[config.mk]
export PLATFORM = sky130hd
export DESIGN_NAME = stochastic_oscillator
export DESIGN_NICKNAME = d
export VERILOG_FILES = /design/src/rtl/core/stoch_pkg.sv /design/src/rtl/core/stochastic_oscillator.sv /design/src/rtl/core/stoch_ram.sv
export SDC_FILE = /design/constraint.sdc
export NUM_CORES = 2
export LEC_CHECK = 0
export BUFFER_PORTS_ARGS = -buffer_cell sky130_fd_sc_hd__buf_2
export CAP_MARGIN = 20
export CORE_UTILIZATION = 30
export CTS_CLUSTER_DIAMETER = 50
export DETAILED_ROUTE_END_ITERATION = 10
export MAX_ROUTING_LAYER = met4
export PLACE_DENSITY = 0.43
export SLEW_MARGIN = 20
export SYNTH_ARGS = -nofsm -noshare
export SYNTH_HDL_FRONTEND = slang
export SYNTH_SLANG_ARGS = --single-unit
[constraint.sdc]
create_clock -name clock -period 11.1 [get_ports clock]
set_clock_uncertainty 0.2 [all_clocks]
set_input_delay 2.775 -clock clock [delete_from_list [all_inputs] [get_ports clock]]
set_output_delay 2.775 -clock clock [all_outputs]
set_load 0.02 [all_outputs]
[src/rtl/core/stoch_pkg.sv]
// Types and constants of the stochastic oscillator.
package stoch_pkg;

   localparam int CFG_W = 5;
   localparam int K_W   = 15;
   localparam int SUM_W = 17;
   localparam int CSR_ADDR_W = 3;
   localparam int CSR_DATA_W = 32;

   localparam logic [CFG_W-1:0] DEFAULT_WINDOW = 5'd8;
   localparam logic [CFG_W-1:0] MIN_WINDOW     = 5'd2;

   // 100 percent in Q7.8.
   localparam logic [K_W-1:0] K_FULL = 15'd25600;

   // Division of the K sum by three: floor(s * 43691 / 2^17) is exact below 2^17.
   localparam logic [15:0] DIV3_RECIP = 16'd43691;
   localparam int DIV3_SHIFT = 17;

   // Word index of the window length register.
   localparam logic [0:0] REG_WINDOW_LENGTH = 1'b0;

   typedef enum logic [2:0] {
      ST_IDLE,
      ST_SCAN,
      ST_MUL,
      ST_DIV,
      ST_AVG,
      ST_MULD,
      ST_OUT
   } state_type;

endpackage

[src/rtl/core/stochastic_oscillator.sv]
// Stochastic oscillator: one price item in, one result item out with high, low, %K and %D.
// The scan covers count = min(samples, window) prices; a flat window skips the divider.
// The window scan reads one stored price per cycle from the history RAM, then a
// 15-step restoring divider forms %K; only one item is in flight at a time.
// Synchronous active-high reset restores window length 8 and an empty history; no clearing pass.
module stochastic_oscillator #(
   parameter int MAX_WINDOW = 16,
   parameter int PRICE_BITS = 24
) (
   input  logic                                clock,
   input  logic                                reset,
   input  logic                                req_valid,
   output logic                                req_stall,
   input  logic [PRICE_BITS-1:0]               req_price,
   output logic                                rsp_valid,
   input  logic                                rsp_stall,
   output logic [PRICE_BITS-1:0]               rsp_window_high,
   output logic [PRICE_BITS-1:0]               rsp_window_low,
   output logic [stoch_pkg::K_W-1:0]           rsp_k_value,
   output logic [stoch_pkg::K_W-1:0]           rsp_d_value,
   output logic                                rsp_k_valid,
   output logic                                rsp_d_valid,
   output logic                                rsp_flat_window,
   input  logic                                psel,
   input  logic                                penable,
   input  logic                                pwrite,
   input  logic [stoch_pkg::CSR_ADDR_W-1:0]    paddr,
   input  logic [stoch_pkg::CSR_DATA_W-1:0]    pwdata,
   output logic [stoch_pkg::CSR_DATA_W-1:0]    prdata,
   output logic                                pready
);

   localparam int PTR_W  = (MAX_WINDOW > 2) ? $clog2(MAX_WINDOW) : 1;
   localparam int SEEN_W = $clog2(MAX_WINDOW + 1);
   localparam int CMP_W  = (SEEN_W > stoch_pkg::CFG_W) ? SEEN_W : stoch_pkg::CFG_W;
   localparam int K_W    = stoch_pkg::K_W;
   localparam int NUM_W  = PRICE_BITS + K_W;
   localparam int SUM_W  = stoch_pkg::SUM_W;
   localparam int PROD_W = SUM_W + 16;
   localparam int STEP_W = $clog2(K_W);

   stoch_pkg::state_type state_ff, state_in;

   logic [stoch_pkg::CFG_W-1:0] wreg_ff, wreg_in;
   logic [PTR_W-1:0]            ptr_ff, ptr_in;
   logic [SEEN_W-1:0]           seen_ff, seen_in;
   logic [K_W-1:0]              kh0_ff, kh0_in, kh1_ff, kh1_in;
   logic [1:0]                  vkc_ff, vkc_in;

   logic [PRICE_BITS-1:0]       price_ff, price_in;
   logic [PRICE_BITS-1:0]       hi_ff, hi_in, lo_ff, lo_in;
   logic                        kv_ff, kv_in;
   logic                        flat_ff, flat_in;
   logic [PTR_W-1:0]            rd_addr_ff, rd_addr_in;
   logic [SEEN_W-1:0]           rd_left_ff, rd_left_in;
   logic                        rd_pend_ff, rd_pend_in;
   logic [NUM_W-1:0]            rem_ff, rem_in, den_ff, den_in;
   logic [K_W-1:0]              q_ff, q_in;
   logic [STEP_W-1:0]           step_ff, step_in;
   logic [SUM_W-1:0]            sum_ff, sum_in;
   logic [PROD_W-1:0]           prod_ff, prod_in;

   logic                        rsp_valid_ff, rsp_valid_in;
   logic [PRICE_BITS-1:0]       rsp_hi_ff, rsp_hi_in, rsp_lo_ff, rsp_lo_in;
   logic [K_W-1:0]              rsp_k_ff, rsp_k_in, rsp_d_ff, rsp_d_in;
   logic                        rsp_kv_ff, rsp_kv_in, rsp_dv_ff, rsp_dv_in;
   logic                        rsp_flat_ff, rsp_flat_in;

   logic                        req_take;
   logic                        ram_re;
   logic [PRICE_BITS-1:0]       ram_rdata;
   logic                        csr_write;
   logic [CMP_W-1:0]            wlen, seen_ext, count;

   stoch_ram #(
      .WIDTH (PRICE_BITS),
      .DEPTH (MAX_WINDOW)
   ) u_hist (
      .clock (clock),
      .we    (req_take),
      .waddr (ptr_ff),
      .wdata (req_price),
      .re    (ram_re),
      .raddr (rd_addr_ff),
      .rdata (ram_rdata)
   );

   assign pready    = 1'b1;
   assign csr_write = psel && penable && pwrite
                      && (paddr[stoch_pkg::CSR_ADDR_W-1] == stoch_pkg::REG_WINDOW_LENGTH);
   assign prdata    = (paddr[stoch_pkg::CSR_ADDR_W-1] == stoch_pkg::REG_WINDOW_LENGTH)
                      ? stoch_pkg::CSR_DATA_W'(wreg_ff) : '0;

   assign req_stall = (state_ff != stoch_pkg::ST_IDLE);
   assign req_take  = req_valid && !req_stall;
   assign ram_re    = (state_ff == stoch_pkg::ST_SCAN) && (rd_left_ff != '0);

   // Effective window: the register clamped to the range 2 to MAX_WINDOW.
   always_comb begin
      wlen = CMP_W'(wreg_ff);
      if (wlen < CMP_W'(stoch_pkg::MIN_WINDOW)) begin
         wlen = CMP_W'(stoch_pkg::MIN_WINDOW);
      end
      if (wlen > CMP_W'(MAX_WINDOW)) begin
         wlen = CMP_W'(MAX_WINDOW);
      end
      seen_ext = (seen_ff < SEEN_W'(MAX_WINDOW)) ? CMP_W'(seen_ff + 1'b1) : CMP_W'(seen_ff);
      count    = (seen_ext < wlen) ? seen_ext : wlen;
   end

   always_comb begin
      state_in     = state_ff;
      wreg_in      = csr_write ? pwdata[stoch_pkg::CFG_W-1:0] : wreg_ff;
      ptr_in       = ptr_ff;
      seen_in      = seen_ff;
      kh0_in       = kh0_ff;
      kh1_in       = kh1_ff;
      vkc_in       = vkc_ff;
      price_in     = price_ff;
      hi_in        = hi_ff;
      lo_in        = lo_ff;
      kv_in        = kv_ff;
      flat_in      = flat_ff;
      rd_addr_in   = rd_addr_ff;
      rd_left_in   = rd_left_ff;
      rd_pend_in   = rd_pend_ff;
      rem_in       = rem_ff;
      den_in       = den_ff;
      q_in         = q_ff;
      step_in      = step_ff;
      sum_in       = sum_ff;
      prod_in      = prod_ff;
      rsp_valid_in = rsp_valid_ff && rsp_stall;
      rsp_hi_in    = rsp_hi_ff;
      rsp_lo_in    = rsp_lo_ff;
      rsp_k_in     = rsp_k_ff;
      rsp_d_in     = rsp_d_ff;
      rsp_kv_in    = rsp_kv_ff;
      rsp_dv_in    = rsp_dv_ff;
      rsp_flat_in  = rsp_flat_ff;

      unique case (state_ff)
         stoch_pkg::ST_IDLE: begin
            if (req_take) begin
               price_in   = req_price;
               hi_in      = req_price;
               lo_in      = req_price;
               seen_in    = SEEN_W'(seen_ext);
               kv_in      = (seen_ext >= wlen);
               ptr_in     = (ptr_ff == PTR_W'(MAX_WINDOW - 1)) ? '0 : ptr_ff + 1'b1;
               rd_addr_in = (ptr_ff == '0) ? PTR_W'(MAX_WINDOW - 1) : ptr_ff - 1'b1;
               rd_left_in = SEEN_W'(count - 1'b1);
               rd_pend_in = 1'b0;
               state_in   = stoch_pkg::ST_SCAN;
            end
         end
         stoch_pkg::ST_SCAN: begin
            // Reads are issued back to back; each data word arrives in the following cycle.
            if (rd_pend_ff) begin
               if (ram_rdata > hi_ff) begin
                  hi_in = ram_rdata;
               end
               if (ram_rdata < lo_ff) begin
                  lo_in = ram_rdata;
               end
            end
            rd_pend_in = (rd_left_ff != '0);
            if (rd_left_ff != '0) begin
               rd_left_in = rd_left_ff - 1'b1;
               rd_addr_in = (rd_addr_ff == '0) ? PTR_W'(MAX_WINDOW - 1) : rd_addr_ff - 1'b1;
            end else if (!rd_pend_ff) begin
               state_in = stoch_pkg::ST_MUL;
            end
         end
         stoch_pkg::ST_MUL: begin
            flat_in  = (hi_ff == lo_ff);
            rem_in   = NUM_W'(price_ff - lo_ff) * NUM_W'(stoch_pkg::K_FULL);
            den_in   = NUM_W'(hi_ff - lo_ff) << (K_W - 1);
            q_in     = '0;
            step_in  = STEP_W'(K_W - 1);
            state_in = (hi_ff == lo_ff) ? stoch_pkg::ST_AVG : stoch_pkg::ST_DIV;
         end
         stoch_pkg::ST_DIV: begin
            // The quotient stays below 2^15, so fifteen restoring steps suffice.
            if (rem_ff >= den_ff) begin
               rem_in = rem_ff - den_ff;
               q_in   = {q_ff[K_W-2:0], 1'b1};
            end else begin
               q_in   = {q_ff[K_W-2:0], 1'b0};
            end
            den_in  = den_ff >> 1;
            step_in = step_ff - 1'b1;
            if (step_ff == '0) begin
               state_in = stoch_pkg::ST_AVG;
            end
         end
         stoch_pkg::ST_AVG: begin
            sum_in   = SUM_W'(q_ff) + SUM_W'(kh0_ff) + SUM_W'(kh1_ff);
            state_in = stoch_pkg::ST_MULD;
         end
         stoch_pkg::ST_MULD: begin
            prod_in  = PROD_W'(sum_ff) * PROD_W'(stoch_pkg::DIV3_RECIP);
            state_in = stoch_pkg::ST_OUT;
         end
         stoch_pkg::ST_OUT: begin
            if (!rsp_valid_ff || !rsp_stall) begin
               rsp_valid_in = 1'b1;
               rsp_hi_in    = hi_ff;
               rsp_lo_in    = lo_ff;
               rsp_k_in     = q_ff;
               rsp_kv_in    = kv_ff;
               rsp_flat_in  = flat_ff;
               rsp_dv_in    = kv_ff && (vkc_ff >= 2'd2);
               rsp_d_in     = (kv_ff && (vkc_ff >= 2'd2))
                              ? K_W'(prod_ff >> stoch_pkg::DIV3_SHIFT) : '0;
               if (kv_ff) begin
                  kh1_in = kh0_ff;
                  kh0_in = q_ff;
                  vkc_in = (vkc_ff == 2'd3) ? vkc_ff : vkc_ff + 1'b1;
               end else begin
                  vkc_in = '0;
               end
               state_in = stoch_pkg::ST_IDLE;
            end
         end
         default: begin
            state_in = stoch_pkg::ST_IDLE;
         end
      endcase
   end

   always_ff @(posedge clock) begin
      if (reset) begin
         state_ff     <= stoch_pkg::ST_IDLE;
         wreg_ff      <= stoch_pkg::DEFAULT_WINDOW;
         ptr_ff       <= '0;
         seen_ff      <= '0;
         kh0_ff       <= '0;
         kh1_ff       <= '0;
         vkc_ff       <= '0;
         rd_pend_ff   <= 1'b0;
         rsp_valid_ff <= 1'b0;
      end else begin
         state_ff     <= state_in;
         wreg_ff      <= wreg_in;
         ptr_ff       <= ptr_in;
         seen_ff      <= seen_in;
         kh0_ff       <= kh0_in;
         kh1_ff       <= kh1_in;
         vkc_ff       <= vkc_in;
         rd_pend_ff   <= rd_pend_in;
         rsp_valid_ff <= rsp_valid_in;
      end
      price_ff    <= price_in;
      hi_ff       <= hi_in;
      lo_ff       <= lo_in;
      kv_ff       <= kv_in;
      flat_ff     <= flat_in;
      rd_addr_ff  <= rd_addr_in;
      rd_left_ff  <= rd_left_in;
      rem_ff      <= rem_in;
      den_ff      <= den_in;
      q_ff        <= q_in;
      step_ff     <= step_in;
      sum_ff      <= sum_in;
      prod_ff     <= prod_in;
      rsp_hi_ff   <= rsp_hi_in;
      rsp_lo_ff   <= rsp_lo_in;
      rsp_k_ff    <= rsp_k_in;
      rsp_d_ff    <= rsp_d_in;
      rsp_kv_ff   <= rsp_kv_in;
      rsp_dv_ff   <= rsp_dv_in;
      rsp_flat_ff <= rsp_flat_in;
   end

   assign rsp_valid       = rsp_valid_ff;
   assign rsp_window_high = rsp_hi_ff;
   assign rsp_window_low  = rsp_lo_ff;
   assign rsp_k_value     = rsp_k_ff;
   assign rsp_d_value     = rsp_d_ff;
   assign rsp_k_valid     = rsp_kv_ff;
   assign rsp_d_valid     = rsp_dv_ff;
   assign rsp_flat_window = rsp_flat_ff;

endmodule

[src/rtl/core/stoch_ram.sv]
// Generic single-port-write, single-port-read RAM with registered read data.
module stoch_ram #(
   parameter int WIDTH = 24,
   parameter int DEPTH = 16
) (
   input  logic                     clock,
   input  logic                     we,
   input  logic [$clog2(DEPTH)-1:0] waddr,
   input  logic [WIDTH-1:0]         wdata,
   input  logic                     re,
   input  logic [$clog2(DEPTH)-1:0] raddr,
   output logic [WIDTH-1:0]         rdata
);

   logic [WIDTH-1:0] mem_ff [DEPTH];
   logic [WIDTH-1:0] rdata_ff;

   always_ff @(posedge clock) begin
      if (we) begin
         mem_ff[waddr] <= wdata;
      end
      if (re) begin
         rdata_ff <= mem_ff[raddr];
      end
   end

   assign rdata = rdata_ff;

endmodule

Word level (Yosys, flattened, before mapping)
Memory sizes are Yosys's and may differ from the RTL's. A register that Yosys moved wholly into a read port is not among the register bits.
Cells that the tools add are included.
W data, S select, Z words.

word-level totals
  flip-flop bits (word level) = 361
  RAM bits = 384
  input bits = 66
  output and inout port bits = 116
  logic and storage cells = 146
  memories = 1

operators by class
  add/subtract/negate cells = 13
  $mul = 2
  $lt $le $gt $ge = 9
  equality and inequality tests = 20
  multiplexer cells = 42
  bitwise logic cells = 1
  reduce and logical (&&, ||, !) cells = 29

memories
  memory         words  width  rd ports  clocked after Yosys merged registers in  write ports  line             RTL
  u_hist.mem_ff  16     24     1         1                                        1            stoch_ram.sv:15  logic [WIDTH-1:0] mem_ff [DEPTH];

operators by type and width
  operator                  count
  $pmux W39 S2              2
  $mux W24                  5
  $pmux W24 S2              2
  $sub A24 B24 Y25          2
  $ge A39 B39 Y1            1
  $mul A39 B5 Y29 const B   1
  $mux W39                  1
  $sub A39 B39 Y39          1
  $mux W5                   7
  $mul A17 B16 Y32 const B  1
  $pmux W15 S2              1
  $eq A24 B24 Y1            1
  $gt A24 B24 Y1            1
  $lt A24 B24 Y1            1
  $pmux W3 S7               1
  $mux W4                   5
  $mux W3                   6
  $add A16 B15 Y17          1
  $add A15 B15 Y16          1
  $ne A2 B2 Y1 const B      8
  $pmux W4 S2               2
  $logic_not A4 Y1          3
  $sub A4 B1 Y4 const B     3
  $pmux W5 S2               1
  31 further kinds          58

Logic depth before layout (Yosys ltp)
  depth in word-level cells = 9
  gate-level depth with buffers = 28
  mapped depth without buffers = 27

Cells and area by module
A second synthesis with hierarchy kept.

unflattened totals
  cell total of the unflattened synthesis = 3202
  area total of the unflattened synthesis = 41552.4 µm²

by module, submodules not included
  module                 instances  cells each  area each (µm²)  seq. area each (µm²)
  stochastic_oscillator  1          2566        26381.6          9819.4
  stoch_ram              1          636         15170.8          12251.8

Worst setup path after synthesis
OpenSTA, ideal clock, no wires.

  path type = input to register
  start point = input rsp_stall
  end point = register kh0_ff[14]
  arrival time = 7.769 ns
  path slack = 2.998 ns
  cell stages on the path = 5
  cell sequence = a21oi_1 > nand2_1 > clkbuf_1 > nand2_1 > a21oi_1

between the ends
  longest elaborated chain between the ends = 3

RTL lines
  element                             line                          RTL
  start: declaration                  stochastic_oscillator.sv:16   input logic rsp_stall,
  $logic_not A1 Y1                    stochastic_oscillator.sv:206  if (!rsp_valid_ff || !rsp_stall) begin
  $logic_or A1 B1 Y1                  stochastic_oscillator.sv:206
  $reduce_and A3 Y1 (no source line)  n/a
  end signal: assignment              stochastic_oscillator.sv:248  kh0_ff <= kh0_in;
  end: declaration                    stochastic_oscillator.sv:47   logic [K_W-1:0] kh0_ff, kh0_in, kh1_ff, kh1_in;

Every way passes these cells.
A chain may end at the register's enable or synchronous reset.

Worst setup path in the final report
  start point = register sum_ff[1]
  end point = register prod_ff[31], data pin

between the ends
  longest elaborated chain between the ends = 1

RTL lines
  element                   line                          RTL
  start: declaration        stochastic_oscillator.sv:60   logic [SUM_W-1:0] sum_ff, sum_in;
  start signal: assignment  stochastic_oscillator.sv:265  sum_ff <= sum_in;
  $mul A17 B16 Y32          stochastic_oscillator.sv:202  prod_in = PROD_W'(sum_ff) * PROD_W'(stoch_pkg::DIV3_RECIP);
  end signal: assignment    stochastic_oscillator.sv:266  prod_ff <= prod_in;
  end: declaration          stochastic_oscillator.sv:61   logic [PROD_W-1:0] prod_ff, prod_in;

Every way passes these cells.

==> metrics list <==
* Total non-filler cell area in the finished layout: 48700 sq um
- At the later pin of the worst-skew pair, clock insertion delay measures 0.72 ns.
* Number of hold-slack violations in the final timing report: 0
- Fraction of layout instances using a drive strength above 1: 0.115
- Synthesis produced a netlist whose cell count is 3413.
- After detailed routing, the number of remaining DRC violations is 0.
* WL met3: 5190 um
- The worst path in the final design needs a cycle of 6.83 ns, including I/O delays and setup.
- After synthesis, the mean cell area works out to 12.3 sq um.
- Clk Tree Root Cell: sky130_fd_sc_hd__clkbuf_16
- Area added between synthesis and finish: 16.1%
- Cell area reported after detailed placement: 45000 sq um
- Measured along the y axis, the die boundary spans 376 um.
* Area share of the largest cell type after synthesis: 0.502
- Critical Path Slowest Stage Cell: sky130_fd_sc_hd__fa_1
- Maximum clock insertion buffer count: 3
- In this run the top signal layer used is met4.
* Via/cell ratio: 4.65
- Met2 Routed Length: 49400 um
- Along the worst path, the maximum fanout reaches 6.
* RSZ-0062 raised after global routing: false
- Slew headroom: 0.258
- Gates resized during post-CTS repair numbered 0.
- In the final layout, flip-flops and latches occupy 22100 sq um.
- H-tree depth: 3
- The floorplan has 136 rows.
- Synth Flop Type: sky130_fd_sc_hd__edfxtp_1
- Summed over all layers, the global routing overflow is 0.
- Counting both buffers and inverters, the worst setup path holds a total of 4.
* Slowest cell delay on critical path: 0.56 ns
- Leaving out fill and tap cells, the most frequent cell in the layout is sky130_fd_sc_hd__edfxtp_1.
- The number of antenna violations at the first check in global routing came to 12.
- The max-slew violation count is 0.
- Of the synthesized area, sequential elements account for 0.526.
* Mapped Area: 42000 sq um
- In this run the post-CTS setup repair buffer count came out at 0.
* Wire length of the first global-routing pass: 162000 um
* Type of the tightest min-delay check: flop to flop
- GR Util All Layers: 0.156
- PortBufs: 124
- Overall die width: 376 um
* CORE AREA: 138000 sq um
- The worst setup path is launched from a flop.
* Kind of cell adding the most delay to the critical path: adder cells
* Number of buffers created by CTS: 107
- Average routed wire per standard cell: 19.4 um
* Via count: 25800
- Counting every sink on the clock net gives 752.
* 1st-iter DRT viols: 1409
* Routed met1 length: 50600 um
- Pin count of the biggest net entering global routing: 110
* Worst hold slack: 0.221 ns
- Derived from the worst setup path, the maximum achievable clock frequency is 146 MHz.
- In the final layout, the multi-input gates occupy 18100 sq um.
- CTS hold repair buffers: 0
- Die Area: 141000 sq um
* Kind of end point of the critical path: flop
- Final setup viols: 0
- The HPWL after detailed placement is 73800 um.
* Type of the worst setup path: flop to flop
* Number of global-route vias before repair: 26200
- Leading post-synthesis cells by cell area: sky130_fd_sc_hd__edfxtp_1 50%, sky130_fd_sc_hd__ha_1 11%, sky130_fd_sc_hd__fa_1 6.3%, sky130_fd_sc_hd__inv_1 3.5%, sky130_fd_sc_hd__mux2i_1 2.6%
- Antenna violation net count after detailed routing: 0
- Boundary Pins: 182
* Count of unique library cells instantiated by Yosys: 78
- TritonCTS clock tree: yes
- At the pin with the least slew margin, the transition time is 1.11 ns.
- Fill cell total of the finished layout: 13700
- Number of synthesized flops with an enable pin: 701
- Counting stages on the worst path, the most repeated cell is sky130_fd_sc_hd__fa_1.
* Number of synthesis warnings: 0
- 1st-pass router iterations: 5
* Total routed wirelength: 107000 um
- The final layout contains 4145 nets.
* Required time of the critical path: 11.36 ns
- Max-cap violations in this run came to 0.
- Critical path arrival: 7.09 ns
- TNS Setup: 0 ns
- The worst register-to-register path has a setup slack of 4.27 ns.
- Starting utilization of the core area: 0.304
- Leaving out fill and tap cells, the most frequent cells in the layout are 701 x sky130_fd_sc_hd__edfxtp_1, 394 x sky130_fd_sc_hd__inv_1, 363 x sky130_fd_sc_hd__ha_1, 283 x sky130_fd_sc_hd__nand2_1, 197 x sky130_fd_sc_hd__a21oi_1.
* Total of flip-flops plus latches after synthesis: 752
- Routability-driven placement finished with a final weighted congestion of 0.809.
* Clock edge transition at the registers on the reported setup and hold paths: 0.05 ns
- Cell-by-cell trace of the critical path: ha_1 -> inv_1 -> fa_1 -> inv_1 -> fa_1 -> inv_1 -> fa_1 -> fa_1 -> inv_1 -> fa_1 -> ha_1 -> a21oi_1 -> o211ai_1 -> nor3_1 -> a211oi_1 -> o21ai_1 -> o21ai_1 -> o41ai_1 -> o21bai_1 -> a21oi_1 -> xnor2_1
- Async S/R FF share, synth: 0
- Dividing the final minimum period by the clock period gives 0.616.
- The largest total area in the synthesized netlist belongs to sky130_fd_sc_hd__edfxtp_1.
* Status: completed
==> Yosys cell counts, drive strengths merged (7+ instances only) <==
cell type    n
or3         13
a21boi       7
mux4        48
a221oi      25
o211ai      14
a22oi       27
and3        25
and2        23
a211oi      13
xor2        42
nand3       32
nand2      285
a21oi      201
nand2b      32
inv        395
o21a        21
nor2       178
xnor2       93
o31ai        9
buf         45
fa         131
ha         363
edfxtp     701
dfxtp       51
nor3        50
o21bai       9
clkbuf      79
mux2i      109
o21ai      134
nor2b       31
nor3b        7
nand4       32
a31oi       19
a21o        92
==> final cells by class <==
type                    instances  area share
flip-flops and latches        752       0.453
clock buffers                 120      0.0568
repair buffers                161      0.0199
well taps                    1863      0.0478
multi-input cells            2168       0.372
inverters                     395      0.0304
diodes                         10    0.000514
clock inverters                75      0.0198
==> metrics by stage <==
step           instances  setup slack (ns)  utilization
2_1_floorplan       3439              3.00            -
3_3_place_gp        5336              4.30        0.325
3_5_place_dp        5339              4.24        0.325
4_1_cts             5534              4.22        0.352
5_1_grt             5542              3.80        0.353
6_report            5544              4.27        0.353
==> registers in the layout, summed over array words and instances, names as in the netlist, 17 cells and up <==
name / flops
u_hist.mem_ff: 384
den_ff: 39
rem_ff: 39
hi_ff: 24
lo_ff: 24
price_ff: 24
rsp_window_high: 24
rsp_window_low: 24
u_hist.rdata: 24
sum_ff: 17
==> cells by family (layout without fill, tap and decap cells) <==
kind of cell	Yosys count	count (layout)	share of synthesized area
AOI/OAI and AO/OA	619	619	0.0930
other	2	38	0.000179
DFF	752	752	0.526
muxes	159	159	0.0523
and+or+nand+nor	733	733	0.0805
buffers and inverters	519	751	0.0490
adders and majority gates	494	494	0.171
xor gates and xnor gates	135	135	0.0282
==> worst register-to-register path: stages, from the launching register on <==
cell	delay [ns]
sky130_fd_sc_hd__edfxtp_1	0.53
sky130_fd_sc_hd__ha_1	0.50
sky130_fd_sc_hd__inv_1	0.09
sky130_fd_sc_hd__fa_1	0.48
sky130_fd_sc_hd__inv_1	0.05
sky130_fd_sc_hd__fa_1	0.52
sky130_fd_sc_hd__inv_1	0.05
sky130_fd_sc_hd__fa_1	0.53
sky130_fd_sc_hd__fa_1	0.56
sky130_fd_sc_hd__inv_1	0.06
sky130_fd_sc_hd__fa_1	0.49
sky130_fd_sc_hd__ha_1	0.37
sky130_fd_sc_hd__a21oi_1	0.22
sky130_fd_sc_hd__o211ai_1	0.13
sky130_fd_sc_hd__nor3_1	0.28
sky130_fd_sc_hd__a211oi_1	0.22
sky130_fd_sc_hd__o21ai_1	0.26
sky130_fd_sc_hd__o21ai_1	0.15
sky130_fd_sc_hd__o41ai_1	0.47
sky130_fd_sc_hd__o21bai_1	0.16
sky130_fd_sc_hd__a21oi_1	0.20
sky130_fd_sc_hd__xnor2_1	0.08
==> final timing paths <==
path | startpoint | end | cells after the start
worst min-delay path | flat_ff | rsp_flat_window | 0
worst min register to register | flat_ff | rsp_flat_window | 0
worst max register to register | sum_ff[1] | prod_ff[31] | 21
worst max-delay path | sum_ff[1] | prod_ff[31] | 21
==> routing by layer <==
| layer | up-vias | track usage |
|---|---|---|
| met1 | 12600 | 0.207 |
| met5 | - | - |
| met2 | 410 | 0.246 |
| met3 | 130 | 0.0282 |
| met4 | 0 | 0.0423 |
| li1 | 12600 | - |
Power is not shown: default switching activity piles up to over one toggle a cycle in this logic, so the estimate is an artifact.
